[config.mk]
export PLATFORM = sky130hd
export DESIGN_NAME = ata_pio_host_sequencer
export DESIGN_NICKNAME = d
export VERILOG_FILES = /design/src/design/ataseq_pkg.sv /design/src/design/ataseq_ctrl.sv /design/src/design/ataseq_emit.sv /design/src/design/ata_pio_host_sequencer.sv
export SDC_FILE = /design/constraint.sdc
export NUM_CORES = 1
export LEC_CHECK = 0
export BUFFER_PORTS_ARGS = -buffer_cell sky130_fd_sc_hd__buf_2
export CORE_UTILIZATION = 54
export DETAILED_ROUTE_END_ITERATION = 16
export HOLD_SLACK_MARGIN = 0.06
export PLACE_DENSITY = 0.77
export RECOVER_POWER = 25
export SLEW_MARGIN = 0
export SYNTH_ARGS = -nofsm -noshare
export SYNTH_HDL_FRONTEND = slang
export SYNTH_HIERARCHICAL = 1
export SYNTH_SLANG_ARGS = --single-unit
[constraint.sdc]
create_clock -name clk -period 5.21 [get_ports clk]
set_clock_uncertainty 0.15 [all_clocks]
set_input_delay 0.7815 -clock clk [delete_from_list [all_inputs] [get_ports clk]]
set_output_delay 0.7815 -clock clk [all_outputs]
set_load 0.05 [all_outputs]
[src/design/ataseq_pkg.sv]
// ----------------------------------------------------------------------------
// ATA PIO sequencer package
// Shared types and constants: input kinds, result actions, port addresses,
// status bits and the descriptor passed from the control unit to the emitter.
// ----------------------------------------------------------------------------
`default_nettype none

package ataseq_pkg;

	// Input item kinds.
	localparam logic [1:0] KIND_START_READ  = 2'd0;
	localparam logic [1:0] KIND_START_WRITE = 2'd1;
	localparam logic [1:0] KIND_STATUS      = 2'd2;
	localparam logic [1:0] KIND_DATA        = 2'd3;

	// Result actions.
	typedef enum logic [2:0] {
		ACT_REG_WRITE   = 3'd0,
		ACT_REG_READ    = 3'd1,
		ACT_BURST_READ  = 3'd2,
		ACT_FETCH_HOST  = 3'd3,
		ACT_WORD_HOST   = 3'd4,
		ACT_WORD_DRIVE  = 3'd5,
		ACT_DONE        = 3'd6,
		ACT_ERROR       = 3'd7
	} action_t;

	// I/O ports of the primary bus.
	localparam logic [9:0] PORT_BASE  = 10'h1F0;
	localparam logic [9:0] PORT_ERR   = 10'h1F1;
	localparam logic [9:0] PORT_COUNT = 10'h1F2;
	localparam logic [9:0] PORT_LBA0  = 10'h1F3;
	localparam logic [9:0] PORT_LBA1  = 10'h1F4;
	localparam logic [9:0] PORT_LBA2  = 10'h1F5;
	localparam logic [9:0] PORT_DRIVE = 10'h1F6;
	localparam logic [9:0] PORT_CMD   = 10'h1F7;
	localparam logic [9:0] PORT_CTRL  = 10'h3F6;
	localparam logic [9:0] PORT_NONE  = 10'h000;

	// Register values and commands.
	localparam logic [7:0] DRIVE_SEL_LBA   = 8'hE0;
	localparam logic [7:0] CMD_READ        = 8'h20;
	localparam logic [7:0] CMD_WRITE       = 8'h30;
	localparam logic [7:0] CMD_CACHE_FLUSH = 8'hE7;

	// Status register bits.
	localparam int ST_BSY = 7;
	localparam int ST_DF  = 5;
	localparam int ST_DRQ = 3;
	localparam int ST_ERR = 0;

	// Error codes.
	localparam logic [15:0] ERR_DEVICE  = 16'd0;
	localparam logic [15:0] ERR_TIMEOUT = 16'd1;

	localparam int          LBA_W            = 28;
	localparam int          POLL_W           = 20;
	localparam logic [19:0] POLL_MAX         = 20'hFFFFF;
	localparam logic [19:0] POLL_LIMIT_RESET = 20'd1000000;
	localparam logic [15:0] WORDS_PER_SECTOR = 16'd256;
	localparam logic [7:0]  LAST_WORD_INDEX  = 8'd255;

	// What one accepted item asks the emitter to produce.
	typedef enum logic [2:0] {
		OP_DONE  = 3'd0,
		OP_ERR   = 3'd1,
		OP_CHUNK = 3'd2,
		OP_BURST = 3'd3,
		OP_WORD  = 3'd4
	} op_t;

	// What follows the settle reads at the end of a sector.
	typedef enum logic [1:0] {
		TAIL_NONE  = 2'd0,
		TAIL_FLUSH = 2'd1,
		TAIL_DONE  = 2'd2
	} tail_t;

	typedef struct packed {
		op_t               op;
		tail_t             tail;
		logic              is_write;
		logic              timeout;
		logic              sector_end;
		logic [LBA_W-1:0]  lba;
		logic [7:0]        chunk;
		logic [15:0]       word;
	} desc_t;

endpackage

`default_nettype wire

[src/design/ataseq_ctrl.sv]
// ----------------------------------------------------------------------------
// ATA PIO sequencer control
// Holds the request state and the poll limit, updates them for each accepted
// item and hands a descriptor of the results to the emitter.
// ----------------------------------------------------------------------------
`default_nettype none

module ataseq_ctrl #(
	parameter int MAX_CHUNK = 255
) (
	input  wire logic                          clk,
	input  wire logic                          arst_n,
	input  wire logic                          accept,
	input  wire logic [1:0]                    kind,
	input  wire logic [ataseq_pkg::LBA_W-1:0]  start_lba,
	input  wire logic [15:0]                   sector_count,
	input  wire logic [7:0]                    status_byte,
	input  wire logic [15:0]                   data_word,
	input  wire logic                          cfg_we,
	input  wire logic [ataseq_pkg::POLL_W-1:0] cfg_wdata,
	output logic                               desc_valid,
	output ataseq_pkg::desc_t                  desc
);

	typedef enum logic [4:0] {
		PH_IDLE       = 5'b00001,
		PH_WAIT_READY = 5'b00010,
		PH_WAIT_DRQ   = 5'b00100,
		PH_DATA       = 5'b01000,
		PH_WAIT_FLUSH = 5'b10000
	} phase_t;

	phase_t                          phase_q, phase_d;
	logic                            is_write_q, is_write_d;
	logic [ataseq_pkg::LBA_W-1:0]    next_lba_q, next_lba_d;
	logic [15:0]                     sectors_left_q, sectors_left_d;
	logic [7:0]                      chunk_left_q, chunk_left_d;
	logic [7:0]                      word_index_q, word_index_d;
	logic [ataseq_pkg::POLL_W-1:0]   poll_count_q, poll_count_d;
	logic [ataseq_pkg::POLL_W-1:0]   poll_limit_q;

	logic [ataseq_pkg::POLL_W-1:0]   poll_inc;
	logic                            timeout;
	logic                            st_bsy, st_fault, st_drq;
	logic [7:0]                      chunk;
	logic [7:0]                      chunk_dec;

	assign poll_inc = (poll_count_q < ataseq_pkg::POLL_MAX) ?
		poll_count_q + 1'b1 : poll_count_q;
	// A limit of zero behaves like one, since the incremented count is never zero.
	assign timeout  = (poll_inc >= poll_limit_q);
	assign st_bsy   = status_byte[ataseq_pkg::ST_BSY];
	assign st_drq   = status_byte[ataseq_pkg::ST_DRQ];
	assign st_fault = status_byte[ataseq_pkg::ST_ERR] | status_byte[ataseq_pkg::ST_DF];
	assign chunk    = (sectors_left_q > 16'(MAX_CHUNK)) ? 8'(MAX_CHUNK) : sectors_left_q[7:0];
	assign chunk_dec = (chunk_left_q != 8'd0) ? chunk_left_q - 8'd1 : chunk_left_q;

	always_comb begin
		phase_d        = phase_q;
		is_write_d     = is_write_q;
		next_lba_d     = next_lba_q;
		sectors_left_d = sectors_left_q;
		chunk_left_d   = chunk_left_q;
		word_index_d   = word_index_q;
		poll_count_d   = poll_count_q;
		desc_valid     = 1'b0;
		desc           = '0;
		desc.is_write  = is_write_q;
		desc.lba       = next_lba_q;
		desc.chunk     = chunk;
		desc.word      = data_word;

		case (kind)
			ataseq_pkg::KIND_START_READ, ataseq_pkg::KIND_START_WRITE: begin
				if (phase_q == PH_IDLE) begin
					is_write_d     = (kind == ataseq_pkg::KIND_START_WRITE);
					next_lba_d     = start_lba;
					sectors_left_d = sector_count;
					chunk_left_d   = 8'd0;
					word_index_d   = 8'd0;
					if (sector_count == 16'd0) begin
						desc_valid = 1'b1;
						desc.op    = ataseq_pkg::OP_DONE;
					end else begin
						phase_d      = PH_WAIT_READY;
						poll_count_d = '0;
					end
				end
			end
			ataseq_pkg::KIND_STATUS: begin
				if (phase_q == PH_WAIT_READY || phase_q == PH_WAIT_FLUSH) begin
					poll_count_d = poll_inc;
					if (st_bsy) begin
						if (timeout) begin
							desc_valid   = 1'b1;
							desc.op      = ataseq_pkg::OP_ERR;
							desc.timeout = 1'b1;
							phase_d      = PH_IDLE;
						end
					end else if (st_fault) begin
						desc_valid = 1'b1;
						desc.op    = ataseq_pkg::OP_ERR;
						phase_d    = PH_IDLE;
					end else if (phase_q == PH_WAIT_READY) begin
						desc_valid     = 1'b1;
						desc.op        = ataseq_pkg::OP_CHUNK;
						next_lba_d     = next_lba_q + ataseq_pkg::LBA_W'(chunk);
						sectors_left_d = sectors_left_q - 16'(chunk);
						chunk_left_d   = chunk;
						poll_count_d   = '0;
						phase_d        = PH_WAIT_DRQ;
					end else if (sectors_left_q == 16'd0) begin
						desc_valid = 1'b1;
						desc.op    = ataseq_pkg::OP_DONE;
						phase_d    = PH_IDLE;
					end else begin
						phase_d      = PH_WAIT_READY;
						poll_count_d = '0;
					end
				end else if (phase_q == PH_WAIT_DRQ) begin
					poll_count_d = poll_inc;
					// A fault counts here even while the drive reports busy.
					if (st_fault) begin
						desc_valid = 1'b1;
						desc.op    = ataseq_pkg::OP_ERR;
						phase_d    = PH_IDLE;
					end else if (!st_bsy && st_drq) begin
						desc_valid   = 1'b1;
						desc.op      = ataseq_pkg::OP_BURST;
						word_index_d = 8'd0;
						phase_d      = PH_DATA;
					end else if (timeout) begin
						desc_valid   = 1'b1;
						desc.op      = ataseq_pkg::OP_ERR;
						desc.timeout = 1'b1;
						phase_d      = PH_IDLE;
					end
				end
			end
			ataseq_pkg::KIND_DATA: begin
				if (phase_q == PH_DATA) begin
					desc_valid = 1'b1;
					desc.op    = ataseq_pkg::OP_WORD;
					if (word_index_q != ataseq_pkg::LAST_WORD_INDEX) begin
						word_index_d = word_index_q + 8'd1;
					end else begin
						word_index_d    = 8'd0;
						desc.sector_end = 1'b1;
						chunk_left_d    = chunk_dec;
						poll_count_d    = '0;
						if (chunk_dec != 8'd0) begin
							phase_d = PH_WAIT_DRQ;
						end else if (is_write_q) begin
							desc.tail = ataseq_pkg::TAIL_FLUSH;
							phase_d   = PH_WAIT_FLUSH;
						end else if (sectors_left_q == 16'd0) begin
							desc.tail = ataseq_pkg::TAIL_DONE;
							phase_d   = PH_IDLE;
						end else begin
							phase_d = PH_WAIT_READY;
						end
					end
				end
			end
			default: begin
			end
		endcase

		if (!accept) begin
			desc_valid = 1'b0;
		end
	end

	always_ff @(posedge clk or negedge arst_n) begin
		if (!arst_n) begin
			phase_q        <= PH_IDLE;
			is_write_q     <= 1'b0;
			next_lba_q     <= '0;
			sectors_left_q <= '0;
			chunk_left_q   <= '0;
			word_index_q   <= '0;
			poll_count_q   <= '0;
		end else if (accept) begin
			phase_q        <= phase_d;
			is_write_q     <= is_write_d;
			next_lba_q     <= next_lba_d;
			sectors_left_q <= sectors_left_d;
			chunk_left_q   <= chunk_left_d;
			word_index_q   <= word_index_d;
			poll_count_q   <= poll_count_d;
		end
	end

	always_ff @(posedge clk or negedge arst_n) begin
		if (!arst_n) begin
			poll_limit_q <= ataseq_pkg::POLL_LIMIT_RESET;
		end else if (cfg_we) begin
			poll_limit_q <= cfg_wdata;
		end
	end

endmodule

`default_nettype wire

[src/design/ataseq_emit.sv]
// ----------------------------------------------------------------------------
// ATA PIO sequencer result emitter
// Buffers one descriptor and expands the current one into result items,
// one per output handshake.
// ----------------------------------------------------------------------------
`default_nettype none

module ataseq_emit #(
	parameter int SETTLE_READS = 4
) (
	input  wire logic               clk,
	input  wire logic               arst_n,
	input  wire logic               desc_valid,
	input  wire ataseq_pkg::desc_t  desc,
	output logic                    desc_ready,
	output logic                    out_valid,
	input  wire logic               out_stall,
	output logic [2:0]              action,
	output logic [9:0]              port,
	output logic [15:0]             value,
	output logic                    last
);

	localparam int STEP_W = $clog2(SETTLE_READS + 8);
	localparam logic [STEP_W-1:0] SR = STEP_W'(SETTLE_READS);

	ataseq_pkg::desc_t   pend_q, cur_q;
	logic                pend_v_q, cur_v_q;
	logic [STEP_W-1:0]   step_q;
	logic [STEP_W-1:0]   rel;
	logic                fin, load;
	ataseq_pkg::action_t act;

	assign fin        = cur_v_q && !out_stall && last;
	assign load       = pend_v_q && (!cur_v_q || fin);
	assign desc_ready = !pend_v_q || load;
	assign out_valid  = cur_v_q;
	assign action     = act;
	assign rel        = step_q - SR;

	always_comb begin
		act   = ataseq_pkg::ACT_REG_WRITE;
		port  = ataseq_pkg::PORT_NONE;
		value = 16'd0;
		last  = 1'b1;
		case (cur_q.op)
			ataseq_pkg::OP_DONE: begin
				act = ataseq_pkg::ACT_DONE;
			end
			ataseq_pkg::OP_ERR: begin
				act   = ataseq_pkg::ACT_ERROR;
				value = cur_q.timeout ? ataseq_pkg::ERR_TIMEOUT : ataseq_pkg::ERR_DEVICE;
			end
			ataseq_pkg::OP_BURST: begin
				act   = cur_q.is_write ? ataseq_pkg::ACT_FETCH_HOST :
					ataseq_pkg::ACT_BURST_READ;
				port  = ataseq_pkg::PORT_BASE;
				value = ataseq_pkg::WORDS_PER_SECTOR;
			end
			ataseq_pkg::OP_CHUNK: begin
				last = 1'b0;
				if (step_q == '0) begin
					port  = ataseq_pkg::PORT_DRIVE;
					value = {8'd0, ataseq_pkg::DRIVE_SEL_LBA | {4'd0, cur_q.lba[27:24]}};
				end else if (step_q <= SR) begin
					act  = ataseq_pkg::ACT_REG_READ;
					port = ataseq_pkg::PORT_CTRL;
				end else begin
					case (rel)
						STEP_W'(1): begin
							port = ataseq_pkg::PORT_ERR;
						end
						STEP_W'(2): begin
							port  = ataseq_pkg::PORT_COUNT;
							value = {8'd0, cur_q.chunk};
						end
						STEP_W'(3): begin
							port  = ataseq_pkg::PORT_LBA0;
							value = {8'd0, cur_q.lba[7:0]};
						end
						STEP_W'(4): begin
							port  = ataseq_pkg::PORT_LBA1;
							value = {8'd0, cur_q.lba[15:8]};
						end
						STEP_W'(5): begin
							port  = ataseq_pkg::PORT_LBA2;
							value = {8'd0, cur_q.lba[23:16]};
						end
						default: begin
							port  = ataseq_pkg::PORT_CMD;
							value = {8'd0, cur_q.is_write ? ataseq_pkg::CMD_WRITE :
								ataseq_pkg::CMD_READ};
							last  = 1'b1;
						end
					endcase
				end
			end
			ataseq_pkg::OP_WORD: begin
				if (step_q == '0) begin
					act   = cur_q.is_write ? ataseq_pkg::ACT_WORD_DRIVE :
						ataseq_pkg::ACT_WORD_HOST;
					port  = ataseq_pkg::PORT_BASE;
					value = cur_q.word;
					last  = !cur_q.sector_end;
				end else if (step_q <= SR) begin
					act  = ataseq_pkg::ACT_REG_READ;
					port = ataseq_pkg::PORT_CTRL;
					last = (step_q == SR) && (cur_q.tail == ataseq_pkg::TAIL_NONE);
				end else if (cur_q.tail == ataseq_pkg::TAIL_FLUSH) begin
					port  = ataseq_pkg::PORT_CMD;
					value = {8'd0, ataseq_pkg::CMD_CACHE_FLUSH};
				end else begin
					act = ataseq_pkg::ACT_DONE;
				end
			end
			default: begin
			end
		endcase
	end

	always_ff @(posedge clk or negedge arst_n) begin
		if (!arst_n) begin
			pend_v_q <= 1'b0;
			cur_v_q  <= 1'b0;
			step_q   <= '0;
		end else begin
			if (desc_valid && desc_ready) begin
				pend_v_q <= 1'b1;
			end else if (load) begin
				pend_v_q <= 1'b0;
			end
			if (load) begin
				cur_v_q <= 1'b1;
				step_q  <= '0;
			end else if (fin) begin
				cur_v_q <= 1'b0;
			end else if (cur_v_q && !out_stall) begin
				step_q <= step_q + 1'b1;
			end
		end
	end

	always_ff @(posedge clk) begin
		if (desc_valid && desc_ready) begin
			pend_q <= desc;
		end
		if (load) begin
			cur_q <= pend_q;
		end
	end

endmodule

`default_nettype wire

[src/design/ata_pio_host_sequencer.sv]
// ----------------------------------------------------------------------------
// ATA PIO LBA28 host sequencer
// Splits read and write requests into drive commands and data transfers.
// ----------------------------------------------------------------------------
// The input channel carries requests, polled status bytes and data words,
// selected by kind. The output channel carries one register access, data
// word, done or error report per item, with last marking the final result
// of each input item. Both channels move an item when valid is high and
// stall is low.
// Each input item updates the request state in the cycle it is accepted and
// becomes a descriptor, registered in the buffer and then the current slot
// before its first result. Items that cause at most one result flow at one
// per cycle while out_stall is low. A chunk setup emits 7 + SETTLE_READS
// results and the end of a sector 1 + SETTLE_READS, or one more with a
// flush or done, one per output cycle; the result emitter sets the pace.
// One descriptor waits in a buffer while the emitter works, so a new item
// is taken while results are still pending. When the receiver stalls, the
// current result holds and input stalls once the buffer is full. Reset
// returns the sequencer to idle with a poll limit of 1000000; cfg_we writes
// a new poll limit; the user must do so only while idle; nothing checks it.
// ----------------------------------------------------------------------------
`default_nettype none

module ata_pio_host_sequencer #(
	parameter int MAX_CHUNK    = 255,
	parameter int SETTLE_READS = 4
) (
	input  wire logic        clk,
	input  wire logic        arst_n,
	input  wire logic        cfg_we,
	input  wire logic [19:0] cfg_wdata,
	input  wire logic        in_valid,
	output logic             in_stall,
	input  wire logic [1:0]  kind,
	input  wire logic [27:0] start_lba,
	input  wire logic [15:0] sector_count,
	input  wire logic [7:0]  status_byte,
	input  wire logic [15:0] data_word,
	output logic             out_valid,
	input  wire logic        out_stall,
	output logic [2:0]       action,
	output logic [9:0]       port,
	output logic [15:0]      value,
	output logic             last
);

	logic              accept;
	logic              desc_valid;
	logic              desc_ready;
	ataseq_pkg::desc_t desc;

	assign in_stall = !desc_ready;
	assign accept   = in_valid && desc_ready;

	ataseq_ctrl #(
		.MAX_CHUNK(MAX_CHUNK)
	) u_ctrl (
		.clk         (clk),
		.arst_n      (arst_n),
		.accept      (accept),
		.kind        (kind),
		.start_lba   (start_lba),
		.sector_count(sector_count),
		.status_byte (status_byte),
		.data_word   (data_word),
		.cfg_we      (cfg_we),
		.cfg_wdata   (cfg_wdata),
		.desc_valid  (desc_valid),
		.desc        (desc)
	);

	ataseq_emit #(
		.SETTLE_READS(SETTLE_READS)
	) u_emit (
		.clk       (clk),
		.arst_n    (arst_n),
		.desc_valid(desc_valid),
		.desc      (desc),
		.desc_ready(desc_ready),
		.out_valid (out_valid),
		.out_stall (out_stall),
		.action    (action),
		.port      (port),
		.value     (value),
		.last      (last)
	);

endmodule

`default_nettype wire

==> metrics, run 1 <==
Core Area=22100 sq um; die width=153 microns; Synth Warn #=6; drt drc=0; Crit path max-delay family=simple AND/OR/NAND/NOR gates; Max Cap Viol=1; reg2reg end=u_emit/pend_q[45]$_DFFE_PP_; fraction of layout cells with a size suffix above 1=17.5%; routed len/inst=19.4 microns; sequential share of power=43.2%; Fmax achieved=0.206 GHz; clk sinks=232; Worst EP required=5.24 ns; starting DRC count in detailed routing=988; vias=9763; Max IR drop VDD=0.252 mV; CTS H-tree lvls=1; Leak=5.42 nW; overall power=0.00550 W; crit-path cells=ha_1, nand3_1, nor3_4, nand2_1, and4_1, xnor2_1, ha_1, nand4_1, nor4_1, nand4_1, o211ai_1, o31ai_1, a221oi_1, and2_2, buf_12; Cell Count, Final, Fillers Out=1554; Crit-path slowest cell=a221oi_1; endpoints failing hold=0; CTS tree=yes; final worst slack=0.359 ns; setup_tns=0 ns; CP Depth=15; first-pass detailed-route iteration total=6; post-cts resize count=0; mean post-synth cell area=10.4 sq um; predominant post-synthesis flop cell=edfxtp_1; Synth Net Count=1313; Net Sw Power=0.00178 W; Worst-path clk slew=0.07 ns; CP startpoint=u_ctrl/poll_count_q[0]$_DFFE_PN0P_; first-pass GRT wire length=48100 microns; CTS Buffer Depth=3; register area share after synthesis=52.0%; top-count cell post-synth=edfxtp_1; ys async rst share=48.3%; top cells by area, synth=edfxtp_1 29%, dfrtp_1 21%, ha_1 3.8%; Rows=54; I/O pin count=127; RSZ-0062 raised after global routing=no; CP Class=reg2reg; Skew-Pair Late Insertion Delay=0.52 ns; status=complete, but fails checks; vias in the first global route=9358; CP Capture Type=flip-flop; die area=23400 sq um; Chip Height=153 microns; final HPWL from detailed placement=20900 microns; sw frac=32.4%; routability cong.=0.987; Cells after DPL=1509; post-DR vias/cell=6.28; Max-slew headroom=-125%; Mapped Cells=1180; crit start category=flip-flop; worst-margin pin slew=3.37 ns; Data arrival, critical path=4.88 ns; WP buf/inv=1; Cell variety after synth=95; pin count of the biggest net entering global routing=61; Syn-to-layout area delta=11.7%; antenna cells=0; Reg2Reg Depth=15; CTS buffer count=25; # setup viols final=0; most area-hungry cell type in the Yosys netlist=edfxtp_1; nets=1389; PwrDens=400 nW/um^2; Crit Path Max Fanout=60; Global Route Usage Sum=25.7%; remaining global-route overflow=0; Post CTS Setup Buffer Count=0; Initial Utilization=55.8%; fin. max-slew vios=57; Tcrit/Tclk final=93.1%; R2R setup slack=0.36 ns; min-delay worst type=reg2reg; final antenna-violating net count=0; CP Capture Point=u_emit/pend_q[45]$_DFFE_PP_; number of synthesized register bits=232; initial antenna violation count=0; Reg-to-Reg Start=u_ctrl/poll_count_q[0]$_DFFE_PN0P_; Cell Area, Synth=12300 sq um; failing checks=max-capacitance violations, max-slew violations; CTS Hold Bufs=0; P_int=0.00372 W; Gate power share=23.6%; Synth top area share=29.2%; CP max stage delay=0.47 ns; Clock power frac=33.2%; Root Driver=clkbuf_16; final hold slack=0.258 ns; Final min period=4.85 ns; PortBufs=121; Post-Place Setup Slack=0.361 ns; final wirelength=30100 microns; most common library cells after synthesis=120 x edfxtp_1, 110 x nand2_1, 104 x dfrtp_1, 89 x o21ai_0, 79 x nor2_1; Post-synth EDFFs=120
per-layer routing:
layer	global-route usage, %	up-vias	part of all wire, %
met5	0	-	0
li1	-	4572	-
met3	3.09	45	6.5
met1	35.8	4733	44
met4	7.02	0	1.7
met2	42.5	413	48
power groups by stage:
stage	clock network [W]	logic [W]	registers, W
after floorplan	0	0.00102	0.00232
final	0.00183	0.00130	0.00238
after detailed placement	0	0.00127	0.00241
after global placement	0	0.00124	0.00240
after global routing	0.00194	0.00142	0.00240
after CTS	0.00186	0.00128	0.00237
registers in the layout, summed over array words and instances, names as in the netlist:
register	count
u_ctrl/phase_q	5
u_ctrl/sectors_left_q	16
u_emit/cur_q	60
u_ctrl/is_write_q	1
u_ctrl/next_lba_q	28
u_emit/step_q	4
u_ctrl/word_index_q	8
u_emit/pend_q	60
u_emit/out_valid	1
u_ctrl/chunk_left_q	8
u_ctrl/poll_limit_q	20
u_ctrl/poll_count_q	20
u_emit/pend_v_q	1
area by class of cell:
type,count,area [sq um]
flip-flops and latches,232,6420
clock buffers,31,658
fillers,1764,8320
multi-input cells,817,5280
clock inverters,14,191
repair buffers,132,697
inverters,48,180
well taps,280,350
how the worst min path moves through the flow:
stage | start | endpoint | slack (ns) | cells after the start
global route | data_word[5] | u_emit/pend_q[5]$_DFFE_PP_ | 0.27 | 1
detailed placement | u_emit/pend_q[14]$_DFFE_PP_ | u_emit/cur_q[14]$_DFFE_PP_ | 0.25 | 0
global placement | u_emit/pend_q[18]$_DFFE_PP_ | u_emit/cur_q[18]$_DFFE_PP_ | 0.25 | 0
finish | u_emit/pend_q[50]$_DFFE_PP_ | u_emit/cur_q[50]$_DFFE_PP_ | 0.26 | 0
CTS | arst_n | u_emit/step_q[2]$_DFFE_PN0P_ | 0.22 | 1
floorplan | u_emit/pend_q[0]$_DFFE_PP_ | u_emit/cur_q[0]$_DFFE_PP_ | 0.25 | 0
cell usage in the layout (no fill, tap or decap), types with 8 or more instances in the layout:
| cell | instances |
|---|---|
| and3_1 | 12 |
| nand4_1 | 22 |
| xnor2_1 | 19 |
| and2_1 | 13 |
| or3_1 | 10 |
| dfstp_2 | 8 |
| buf_4 | 10 |
| o22ai_1 | 18 |
| nor2b_1 | 8 |
| o21a_1 | 8 |
| o21ai_0 | 89 |
| o21ai_1 | 9 |
| o22a_1 | 9 |
| buf_2 | 118 |
| xor2_1 | 8 |
| nand2_1 | 110 |
| a22oi_1 | 23 |
| dfrtp_1 | 104 |
| nor4_1 | 13 |
| nand2b_1 | 11 |
| edfxtp_1 | 120 |
| a22o_1 | 15 |
| nor3_1 | 24 |
| a31oi_1 | 19 |
| nand3_1 | 49 |
| inv_1 | 47 |
| clkbuf_16 | 25 |
| nor2_1 | 78 |
| a21oi_1 | 67 |
| ha_1 | 37 |
| clkbuf_1 | 8 |
logic make-up after synthesis:
kind of cell | after synthesis | synth area share (%)
fa+ha+maj | 38 | 3.92
other cells | 1 | 0.0304
mux | 6 | 0.518
buf+inv | 131 | 5.35
simple gates | 390 | 16.2
flops | 232 | 52.0
xor+xnor | 27 | 1.92
compound gates | 355 | 20.0
worst reg2reg max path, cell delays in order (launching register included):
cell and delay, ns:
dfrtp_1 0.44, ha_1 0.22, nand3_1 0.18, nor3_4 0.34
nand2_1 0.30, and4_1 0.32, xnor2_1 0.14, ha_1 0.30
nand4_1 0.12, nor4_1 0.38, nand4_1 0.14, o211ai_1 0.27
o31ai_1 0.17, a221oi_1 0.47, and2_2 0.26, buf_12 0.30
stage by stage:
stage / instance area, sq um / utilization, %
global route: 13800 / 62.3
finish: 13800 / 62.3
CTS: 13800 / 62.3
detailed placement: 12900 / 58.5
floorplan: 12300 / -
global placement: 12900 / 58.5
(Power assumes the default switching activity.)
==> run 2: changes to the inputs <==
--- a/config.mk
+++ b/config.mk
@@ -5,11 +5,11 @@
 export SDC_FILE = /design/constraint.sdc
 export NUM_CORES = 1
 export LEC_CHECK = 0
-export BUFFER_PORTS_ARGS = -buffer_cell sky130_fd_sc_hd__buf_2
-export CORE_UTILIZATION = 54
+export CORE_UTILIZATION = 55
 export DETAILED_ROUTE_END_ITERATION = 16
+export DONT_BUFFER_PORTS = 1
 export HOLD_SLACK_MARGIN = 0.06
-export PLACE_DENSITY = 0.77
+export PLACE_DENSITY = 0.73
 export RECOVER_POWER = 25
 export SLEW_MARGIN = 0
 export SYNTH_ARGS = -nofsm -noshare
==> run 2 against run 1 <==
Compared with the run above: the run still ends with max-capacitance violations, max-slew violations left; register-to-register slack better by 0.12 ns; wire length shrank 4.9%; non-clock buffer count shrank 117; clock-buffer cell count rose by 7; design area down 4.6%; critical endpoint is now u_emit/pend_q[26]$_DFFE_PP_.
==> metrics, run 2 (synthesis gave the netlist of run 1 again) <==
status=complete, but fails checks; failing checks=max-capacitance violations, max-slew violations; sw frac=32.8% (+0.43 points); most frequent cells in the layout=120 x edfxtp_1, 110 x nand2_1, 104 x dfrtp_1, 85 x o21ai_0, 78 x nor2_1; die width=152 microns (-0.90%); PortBufs=0 (-100%); Fmax achieved=0.211 GHz (+2.6%); Root Driver=clkbuf_16; Max IR drop VDD=0.251 mV (-0.34%); RSZ-0062 raised after global routing=no; drt drc=0 (unchanged); # setup viols final=0 (unchanged); Max-slew headroom=-95.8% (+29 points); min-delay worst type=in2reg; Crit Path Max Fanout=60 (unchanged); Clock power frac=31.3% (-1.9 points); Tcrit/Tclk final=90.8% (-2.4 points); Chip Height=152 microns (-0.90%); Cell Count, Final, Fillers Out=1440 (-7.3%); hold path start=cfg_we; commonest non-fill, non-tap cell in the layout=edfxtp_1; starting DRC count in detailed routing=834 (-16%); Leak=4.89 nW (-9.8%); worst-margin pin slew=2.94 ns (-0.436 ns); CTS tree=yes; Gate power share=23.4% (-0.2 points); Post CTS Setup Buffer Count=0 (unchanged); final wirelength=28600 microns (-4.9%); CTS Buffer Depth=3 (unchanged); sequential share of power=45.2% (+2.0 points); Net Sw Power=0.00172 W (-3.3%); vias=9111 (-6.7%); CTS buffer count=25 (unchanged); endpoints failing hold=0 (unchanged); first-pass detailed-route iteration total=5 (-1); final HPWL from detailed placement=19900 microns (-4.6%); clk sinks=232 (unchanged); hold path endpoint=u_ctrl/poll_limit_q[19]$_DFFE_PN1P_; Syn-to-layout area delta=6.55%; vias in the first global route=8555 (-8.6%); initial antenna violation count=4 (+4); Cells after DPL=1391 (-7.8%); crit start category=flip-flop; Skew-Pair Late Insertion Delay=0.54 ns (+0.02 ns); post-DR vias/cell=6.33 (+0.71%); fraction of layout cells with a size suffix above 1=8.90% (-8.6 points); CTS H-tree lvls=1 (unchanged); setup_tns=0 ns (unchanged); final antenna-violating net count=0 (unchanged); I/O pin count=127 (unchanged); CP Class=reg2reg; routed len/inst=19.9 microns (+2.6%); P_int=0.00353 W (-5.2%); Worst-path clk slew=0.05 ns (-0.02 ns); die area=23000 sq um (-1.8%); PwrDens=400 nW/um^2 (about the same); Rows=54 (unchanged); pin count of the biggest net entering global routing=113 (+85%); Final min period=4.73 ns (-0.123 ns); remaining global-route overflow=0 (unchanged); reg2reg end=u_emit/pend_q[26]$_DFFE_PP_; Data arrival, critical path=4.77 ns (-0.11 ns); first-pass GRT wire length=44500 microns (-7.6%); routability cong.=0.946 (-4.1%); Reg2Reg Depth=15 (unchanged); Hold Crit Depth=1 (+1); R2R setup slack=0.48 ns (+0.12 ns); Global Route Usage Sum=24.9% (-0.75 points); Core Area=21900 sq um (-0.92%); Initial Utilization=56.3% (+0.52 points); Worst EP required=5.25 ns (about the same); Max Cap Viol=1 (unchanged); CP Capture Type=flip-flop; Largest regs=u_emit/cur_q x60, u_emit/pend_q x60, u_ctrl/next_lba_q x28; fin. max-slew vios=113 (+98%); nets=1272 (-8.4%); Reg-to-Reg Start=u_ctrl/poll_count_q[0]$_DFFE_PN0P_
run 2: final cells by class:
type	instances	area (sq um)
Fill cell	1847	8760
Sequential cell	232	6420
Inverter	48	180
Tap cell	280	350
Multi-Input combinational cell	817	5290
Timing Repair Buffer	15	135
Clock inverter	7	52.6
Clock buffer	38	704
Antenna cell	3	7.51
run 2: worst max path at each step:
stage / start / end / slack, ns / depth (start not counted)
final: u_ctrl/poll_count_q[0]$_DFFE_PN0P_ / u_emit/pend_q[26]$_DFFE_PP_ / 0.48 / 15
after floorplan: u_ctrl/poll_count_q[0]$_DFFE_PN0P_ / u_emit/pend_q[0]$_DFFE_PP_ / 0.05 / 14
after detailed placement: u_ctrl/poll_count_q[0]$_DFFE_PN0P_ / u_emit/pend_q[25]$_DFFE_PP_ / 0.34 / 15
after CTS: u_ctrl/poll_count_q[0]$_DFFE_PN0P_ / u_emit/pend_q[26]$_DFFE_PP_ / 0.29 / 15
after global routing: u_ctrl/poll_count_q[0]$_DFFE_PN0P_ / u_emit/pend_q[25]$_DFFE_PP_ / 0.09 / 15
after global placement: u_ctrl/poll_count_q[0]$_DFFE_PN0P_ / u_emit/pend_q[10]$_DFFE_PP_ / 0.43 / 15
run 2: critical path: stages, from the launching register on:
cell	delay [ns]
dfrtp_1	0.44
ha_1	0.23
nand3_1	0.18
nor3_4	0.32
nand2_1	0.28
and4_1	0.31
xnor2_1	0.13
ha_1	0.29
nand4_1	0.12
nor4_1	0.38
nand4_1	0.14
o211ai_1	0.28
o31ai_1	0.19
a221oi_2	0.39
and2_2	0.24
buf_12	0.29
run 2: metal layers:
metal / GRT usage, % / share of wire [%] / routed length (microns) / vias to the layer above
li1: - / - / - / 4346
met1: 34.3 / 44 / 12600 / 4425
met2: 39.5 / 46 / 13200 / 291
met3: 5.57 / 7.1 / 2040 / 47
met4: 7.38 / 2.6 / 745 / 2
met5: 0 / 0.038 / 11 / -
run 2: power by group through the flow:
stage	Sequential [W]	Combinational (W)	Clock [W]
6_report	0.00238	0.00123	0.00165
5_1_grt	0.00241	0.00135	0.00174
4_1_cts	0.00237	0.00122	0.00169
3_5_place_dp	0.00241	0.00119	0
3_3_place_gp	0.00240	0.00116	0
2_1_floorplan	0.00232	0.00102	0
run 2: metrics by stage:
| step | total power [W] | util, % | hold slack [ns] | instance area (sq um) | setup slack, ns |
|---|---|---|---|---|---|
| floorplan | 0.00334 | - | 0.250 | 12300 | 0.0472 |
| global placement | 0.00356 | 56.4 | 0.251 | 12400 | 0.430 |
| detailed placement | 0.00360 | 56.4 | 0.255 | 12400 | 0.342 |
| CTS | 0.00528 | 60.0 | 0.0708 | 13100 | 0.294 |
| global route | 0.00550 | 60.0 | 0.145 | 13100 | 0.0857 |
| finish | 0.00525 | 60.0 | 0.163 | 13100 | 0.482 |
run 2: repair_timing:
item                                   4_1_cts  5_1_grt
setup endpoints to repair                    0       60
gates resized for setup                      0        2
endpoints found under the hold margin      112        0
hold buffers                                 1        0
